[src/hdl/ctl_pkg.sv]
// ----------------------------------------------------------------------------
// ctl_pkg: shared types and constants for the closed tour length block
// Widths of coordinates, squared distance, root and accumulator.
// ----------------------------------------------------------------------------
package ctl_pkg;
   localparam int COORD_BITS = 16;
   localparam int FRAC_BITS  = 16;
   localparam int MAX_NODES  = 4096;
   localparam int LEN_BITS   = 45;
   localparam int CNT_BITS   = 13;
   // squared distance, then scaled by 4^FRAC_BITS; radicand padded to even width
   localparam int SQ_BITS    = 2 * COORD_BITS + 1;
   localparam int ROOT_BITS  = (SQ_BITS + 2 * FRAC_BITS + 1) / 2;
   localparam int RAD_BITS   = 2 * ROOT_BITS;
   localparam int REM_BITS   = ROOT_BITS + 2;
   localparam int NCELLS     = ROOT_BITS;

   // data handed from one root cell to the next
   typedef struct packed {
      logic [RAD_BITS-1:0]  rad;
      logic [ROOT_BITS-1:0] root;
      logic [REM_BITS-1:0]  rem;
   } root_bus_type;

   typedef enum logic [1:0] {
      ST_IDLE, ST_EDGE, ST_CLOSE, ST_OUT
   } state_type;
endpackage

[src/hdl/ctl_root_cell.sv]
// ----------------------------------------------------------------------------
// ctl_root_cell: one digit of a restoring square root
// Takes two radicand bits, forms one root bit, passes the rest on.
// ----------------------------------------------------------------------------
module ctl_root_cell (
   input  logic                  clock,
   input  logic                  enable,
   input  ctl_pkg::root_bus_type bus_in,
   output ctl_pkg::root_bus_type bus_out
);
   ctl_pkg::root_bus_type bus_ff, bus_in_w;
   logic [ctl_pkg::REM_BITS-1:0] part, trial;

   always_comb begin
      part  = {bus_in.rem[ctl_pkg::REM_BITS-3:0],
               bus_in.rad[ctl_pkg::RAD_BITS-1 -: 2]};
      trial = {bus_in.root, 2'b01};
      bus_in_w.rad = {bus_in.rad[ctl_pkg::RAD_BITS-3:0], 2'b00};
      if (part >= trial) begin
         bus_in_w.rem  = part - trial;
         bus_in_w.root = {bus_in.root[ctl_pkg::ROOT_BITS-2:0], 1'b1};
      end else begin
         bus_in_w.rem  = part;
         bus_in_w.root = {bus_in.root[ctl_pkg::ROOT_BITS-2:0], 1'b0};
      end
   end

   always_ff @(posedge clock) begin
      if (enable) bus_ff <= bus_in_w;
   end

   assign bus_out = bus_ff;
endmodule

[src/hdl/ctl_root_chain.sv]
// ----------------------------------------------------------------------------
// ctl_root_chain: row of root cells computing sqrt(sq) with fraction bits
// Every cell advances each enabled cycle; the result leaves the last cell.
// ----------------------------------------------------------------------------
module ctl_root_chain (
   input  logic                          clock,
   input  logic                          enable,
   input  logic [ctl_pkg::SQ_BITS-1:0]   sq,
   output logic [ctl_pkg::ROOT_BITS-1:0] root
);
   ctl_pkg::root_bus_type link [ctl_pkg::NCELLS+1];

   always_comb begin
      link[0].rad  = ctl_pkg::RAD_BITS'({sq, {(2*ctl_pkg::FRAC_BITS){1'b0}}});
      link[0].root = '0;
      link[0].rem  = '0;
   end

   for (genvar i = 0; i < ctl_pkg::NCELLS; i++) begin : g_cell
      ctl_root_cell u_cell (
         .clock (clock),
         .enable(enable),
         .bus_in(link[i]),
         .bus_out(link[i+1])
      );
   end

   assign root = link[ctl_pkg::NCELLS].root;
endmodule

[config.mk]
export PLATFORM = sky130hd
export DESIGN_NAME = ctl_root_chain
export DESIGN_NICKNAME = d
export VERILOG_FILES = /design/src/hdl/ctl_pkg.sv /design/src/hdl/ctl_root_cell.sv /design/src/hdl/ctl_root_chain.sv
export SDC_FILE = /design/constraint.sdc
export NUM_CORES = 2
export LEC_CHECK = 0
export BUFFER_PORTS_ARGS = -buffer_cell sky130_fd_sc_hd__clkbuf_2
export CAP_MARGIN = 10
export CORE_MARGIN = 8
export CORE_UTILIZATION = 35
export DETAILED_ROUTE_END_ITERATION = 7
export GPL_ROUTABILITY_DRIVEN = 0
export GPL_TIMING_DRIVEN = 0
export HOLD_SLACK_MARGIN = 0.02
export PLACE_DENSITY = 0.63
export SYNTH_ARGS = -nofsm -noshare
export SYNTH_HDL_FRONTEND = slang
export SYNTH_SLANG_ARGS = --single-unit
[constraint.sdc]
create_clock -name clock -period 3.31 [get_ports clock]
set_input_delay 0.331 -clock clock [delete_from_list [all_inputs] [get_ports clock]]
set_output_delay 0.331 -clock clock [all_outputs]
set_load 0.005 [all_outputs]
* Word-level counts from Yosys, hierarchy flattened
Cells that the tools add are included.
** Storage, ports and cells
- Output and inout bits :: 33
- Logic and storage cells :: 196
- Input port bits :: 35
- Bits in latches :: 0
- Register bits after elaboration :: 1858
- ROM bits :: 0
- Bits in writable memories :: 0
- Memories kept :: 0
** Operators by class
- Order comparisons :: 33
- $add $sub $neg :: 33
- Multipliers :: 0
- Eq/ne operators :: 0
- Reductions and logical operators :: 0
- Multiplexer cells :: 33
- Bitwise gates (word level) :: 0
- Shifts and indexed selects :: 0
- Divide/modulo/power cells :: 0
** Operator list (count)
- 36-bit 2-to-1 mux :: 33
- 35-bit by 10-bit >= comparator with 1-bit output :: 1
- 35-bit by 11-bit >= comparator with 1-bit output :: 1
- 35-bit by 12-bit >= comparator with 1-bit output :: 1
- 35-bit by 13-bit >= comparator with 1-bit output :: 1
- 35-bit by 14-bit >= comparator with 1-bit output :: 1
- 35-bit by 15-bit >= comparator with 1-bit output :: 1
- 35-bit by 16-bit >= comparator with 1-bit output :: 1
- 35-bit by 17-bit >= comparator with 1-bit output :: 1
- 35-bit by 18-bit >= comparator with 1-bit output :: 1
- 35-bit by 19-bit >= comparator with 1-bit output :: 1
- 35-bit by 20-bit >= comparator with 1-bit output :: 1
- 35-bit by 21-bit >= comparator with 1-bit output :: 1
- 35-bit by 22-bit >= comparator with 1-bit output :: 1
- 35-bit by 23-bit >= comparator with 1-bit output :: 1
- 35-bit by 24-bit >= comparator with 1-bit output :: 1
- 35-bit by 25-bit >= comparator with 1-bit output :: 1
- 35-bit by 26-bit >= comparator with 1-bit output :: 1
- 35-bit by 27-bit >= comparator with 1-bit output :: 1
- 35-bit by 28-bit >= comparator with 1-bit output :: 1
- 35-bit by 29-bit >= comparator with 1-bit output :: 1
- 35-bit by 3-bit >= comparator with 1-bit output :: 1
- 35-bit by 30-bit >= comparator with 1-bit output :: 1
- 35-bit by 31-bit >= comparator with 1-bit output :: 1
- other kinds (43) :: 43

* Logic depth before layout (Yosys ltp)
- Depth in word-level cells :: 2
- Mapped depth :: 15
- Gate-level depth less buffers :: 14

* Cells and area by module
Synthesis repeated with hierarchy kept, for this count alone.
** Unflattened totals
- Cells, all modules :: 17302
- Area, all modules :: 215735.7 sq um
** By module, submodules not included
- ctl_root_cell at g_cell[22].u_cell ... :: sequential area each 3963.8 sq um, area each 6396.1 sq um, instances 19, cells an instance 509
- ctl_root_cell at g_cell[0].u_cell ... :: sequential area each 3963.8 sq um, area each 6729.0 sq um, instances 14, cells an instance 545
- ctl_root_chain :: sequential area each 0.0 sq um, area each 3.8 sq um, instances 1, cells an instance 1

* Worst setup path after synthesis
OpenSTA, ideal clock, no wires.
- Path type :: register to register
- From :: reg g_cell[16].u_cell.bus_ff, in the netlist g_cell[16].u_cell.bus_out[35]
- To :: reg g_cell[17].u_cell.bus_ff, in the netlist g_cell[17].u_cell.bus_out[32], data pin
- Path slack :: -0.355 ns
- Cell stages (with the launch flop) :: 15
- Clock period less this slack :: 3.665 ns
- Buffers on the path :: 0
- Library setup time :: 0.260 ns
- Arrival :: 3.405 ns
- Required time :: 3.050 ns
- Cell sequence :: edfxtp_1 -> inv_1 -> ha_1 -> inv_1 -> fa_1 -> nand2b_1 -> a21boi_0 -> o21ai_0 -> a21oi_1 -> a41o_1 -> o41ai_1 -> o21ai_0 -> or4b_2 -> o41ai_1 -> mux2_2
** RTL lines
- start, declared :: line ctl_root_cell.sv:11 : ctl_pkg::root_bus_type bus_ff, bus_in_w;
- start signal, assigned :: line ctl_root_cell.sv:29 : if (enable) bus_ff <= bus_in_w;
- end signal, assigned :: line ctl_root_cell.sv:29
- end, declared :: line ctl_root_cell.sv:11

==> implementation parameters <==
Parameter                              Value

Route
  Vias    64300
  Post-detailed-routing wire length    210 mm
  Detail-routed net length per standard cell    16.9 um
  First-iteration detailed-routing DRC count    4018
  Total DRC errors in the routed layout    0
  Antenna-violating nets left    0
  Length of the first detailed-routing pass in iterations    6
  Average via count per standard cell    5.17

Critical path
  Critical Path Fanout Max    6
  Category of the worst setup path launch point    register
  Required time of the critical path    3.91 ns
  Kind of capture point of the worst setup path    register
  Type of the setup path with the least slack    reg -> reg
  Worst-case register-to-register setup slack    -0.30 ns
  Data arrival time at the worst-slack endpoint    4.21 ns

Finish
  Growth of design area from synthesis to finish    20.3%
  Filler Cell Count    24200
  Total area of multi-input combinational cells    0.0411 mm2
  Number of nets in the layout    9349
  Number of flip-flops under the largest register name    1803
  Fraction of layout instances using a drive strength above 1    17.0%
  Combined flip-flop and latch cell area    0.0541 mm2

Floorplanning
  Cell Rows    190
  Initial core utilization    35.2%
  Area inside the core boundary    0.268 mm2
  Ports placed on the boundary    68
  Die height    535 um
  DIE AREA    0.287 mm2
  Die X-Extent    535 um

Logic synthesis
  Post-synthesis cell count    8129
  Post-synthesis sequential area ratio    57.4%
  Largest family of logic cells by synthesized area    simple AND/OR/NAND/NOR gates
  Number of enable-type register cells in the synthesized netlist    1803
  Post-synthesis area per instance    11.6 um2
  Mapped cell area    0.0944 mm2
  Area share of xor/xnor cells in the synthesized design    6.97%
  Number of unique standard cell types used by synthesis    93
  Post-synth ARST share    0%
  Proportion of netlist area held by the largest area contributor    57.4%
  Synthesized Nets    8745
  Post-synthesis sequential element count    1803
  Count leader, synth    sky130_fd_sc_hd__edfxtp_1
  Area share of fa/ha/maj cells after synthesis    7.82%
  Post-synthesis compound-gate area fraction    11.6%
  Most common library cells after synthesis    sky130_fd_sc_hd__edfxtp_1 (1803), sky130_fd_sc_hd__inv_1 (740), sky130_fd_sc_hd__nand2_1 (605)
  Simple-gate portion of the synthesized area    11.7%
  Most common flop cell mapped by yosys    sky130_fd_sc_hd__edfxtp_1
  Multiplexer share of the synthesized area    0.905%
  Leading post-synthesis cells by cell area    sky130_fd_sc_hd__edfxtp_1 (57%), sky130_fd_sc_hd__ha_1 (7.5%), sky130_fd_sc_hd__xor2_1 (3.7%)
  Warnings from Yosys    0
  Cell taking the most area after synthesis    sky130_fd_sc_hd__edfxtp_1

Global route
  Vias in the first global route    64300
  Initial antenna violation count    1
  Total congestion overflow    0
  Wire length of the first global-routing pass    326 mm
  Overall Global Routing Usage    13.6%
  Pin count of the biggest net entering global routing    127

Pwr
  Worst-case vdd ir drop    519 uV
  Power per Cell Area    666 mW/mm2
  Pleak    43.9 nW

CTS
  Number of buffers created by CTS    197
  Root buf cell    sky130_fd_sc_hd__clkbuf_16
  Clock tree from TritonCTS    built
  Sinks on the clock net    1803
  Clock Pin Slew Worst Setup and Hold Paths    0.06 ns
  Clock latency of the later-clocked register in the worst-skew pair    0.86 ns
  Maximum buffer depth of the clock tree    4
  Total number of H-tree levels    4

Outcome
  Violations in the final reports    negative setup slack
  Outcome    finished with violations

STA
  Worst Max-Slew Pin Slew    0.937 ns
  Share of the cycle needed by the critical path after routing    109%
  Count of final max-slew check failures    0
  Total Negative Setup Slacks    -11.67 ns
  Endpoints failing hold    0
  Tmin final    3.61 ns
  Final WS setup    -0.296 ns
  Setup violations, final    115
  Tightest slew margin relative to the limit    37.0%
  Worst hold-check slack    0.0656 ns
  RSZ-0062 raised after global routing    true
  Setup clock skew after layout    0.0768 ns
  Highest clock rate    0.277 GHz

Job
  Max cap viols    0

Hold path
  Class of the worst hold path    in -> reg

Placement
  Count of input and output buffers    67
  Post-placement setup slack    -1.70 ns
  Detail Placement HPWL    144 mm
-- metal layers --
| layer | part of all wire [%] | GRT usage [%] | wire length, um | up-vias |
|---|---|---|---|---|
| met3 | 4.4 | 1.98 | 9310 | 632 |
| met5 | 0 | 0 | 0 | - |
| li1 | - | - | - | 31000 |
| met4 | 5.4 | 6.76 | 11300 | 0 |
| met2 | 52 | 25.5 | 109000 | 1764 |
| met1 | 38 | 15.0 | 81000 | 31000 |
-- layout by cell type (no fill, tap or decap), types with 165 or more instances in the layout --
| cell type | count |
|---|---|
| sky130_fd_sc_hd__buf_4 | 264 |
| sky130_fd_sc_hd__nor2_1 | 539 |
| sky130_fd_sc_hd__xor2_1 | 396 |
| sky130_fd_sc_hd__inv_1 | 723 |
| sky130_fd_sc_hd__xnor2_1 | 348 |
| sky130_fd_sc_hd__nor3_1 | 165 |
| sky130_fd_sc_hd__ha_1 | 488 |
| sky130_fd_sc_hd__clkbuf_16 | 213 |
| sky130_fd_sc_hd__nand2_1 | 517 |
| sky130_fd_sc_hd__a21o_1 | 196 |
| sky130_fd_sc_hd__a21oi_1 | 508 |
| sky130_fd_sc_hd__o21ai_0 | 334 |
| sky130_fd_sc_hd__edfxtp_1 | 1803 |
-- path summary, 6_finish.rpt --
path                                      start                              to  cells past startpoint
setup / recovery   g_cell[6].u_cell.bus_out[20]    g_cell[7].u_cell.bus_out[24]                     12
hold / removal                           enable   g_cell[0].u_cell.bus_out[102]                      2
setup reg to reg   g_cell[6].u_cell.bus_out[20]    g_cell[7].u_cell.bus_out[24]                     12
hold reg to reg   g_cell[9].u_cell.bus_out[131]  g_cell[10].u_cell.bus_out[133]                      0
-- critical path: stages (launching register included) --
cell and delay, ns:
sky130_fd_sc_hd__edfxtp_1 0.40, sky130_fd_sc_hd__or4_4 0.55, sky130_fd_sc_hd__or3_4 0.34, sky130_fd_sc_hd__or4_4 0.43, sky130_fd_sc_hd__or3_4 0.36, sky130_fd_sc_hd__nor3_4 0.23
sky130_fd_sc_hd__nand3_2 0.17, sky130_fd_sc_hd__a2111oi_4 0.28, sky130_fd_sc_hd__buf_6 0.17, sky130_fd_sc_hd__inv_6 0.04, sky130_fd_sc_hd__nand4b_4 0.17, sky130_fd_sc_hd__nor4_4 0.06
sky130_fd_sc_hd__xor2_1 0.15
-- cell families (layout without fill, tap and decap cells) --
kind of cell	count (synthesis)	in the layout
muxes	77	77
buffers and inverters	894	1647
and+or+nand+nor	2244	2244
DFF	1803	1803
other	1	3
adders and majority gates	581	581
xor gates and xnor gates	751	751
AOI/OAI and AO/OA	1778	1779
-- final cells by class --
class                   count  share of cell area (%)
flip-flops and latches   1803                    47.7
well taps                3552                    3.92
diodes                      2                 0.00441
plain buffers             132                   0.926
clock buffers             235                    4.54
repair buffers            423                    3.37
multi-input cells        5433                    36.2
clock inverters           114                   0.836
inverters                 743                    2.48
-- repair_timing --
item	in CTS	in global routing
hold buffers	35	0
endpoints found under the setup margin	917	763
resized for setup	620	594
cloned	12	7
buffers inserted	133	161
hold endpoints to repair	97	0
pin swaps	143	200
-- per-stage QoR --
step                area, um2  instances  utilization, %  power, W
global placement        99200      11700            37.0    0.0501
CTS                    110000      12300            41.0    0.0741
detailed placement      99700      11800            37.2    0.0505
global route           114000      12400            42.3    0.0794
floorplan               94400       8129               -    0.0454
finish                 114000      12400            42.3    0.0756
-- report_power, final --
part | total (W) | switching (W) | leakage (nW) | internal [W]
Sequential | 0.0325 | 0.00257 | 17.1 | 0.0299
Combinational | 0.0221 | 0.0123 | 23.8 | 0.00988
Clock | 0.0210 | 0.00878 | 2.98 | 0.0122
Note: power is estimated with default switching activity, not from simulation.
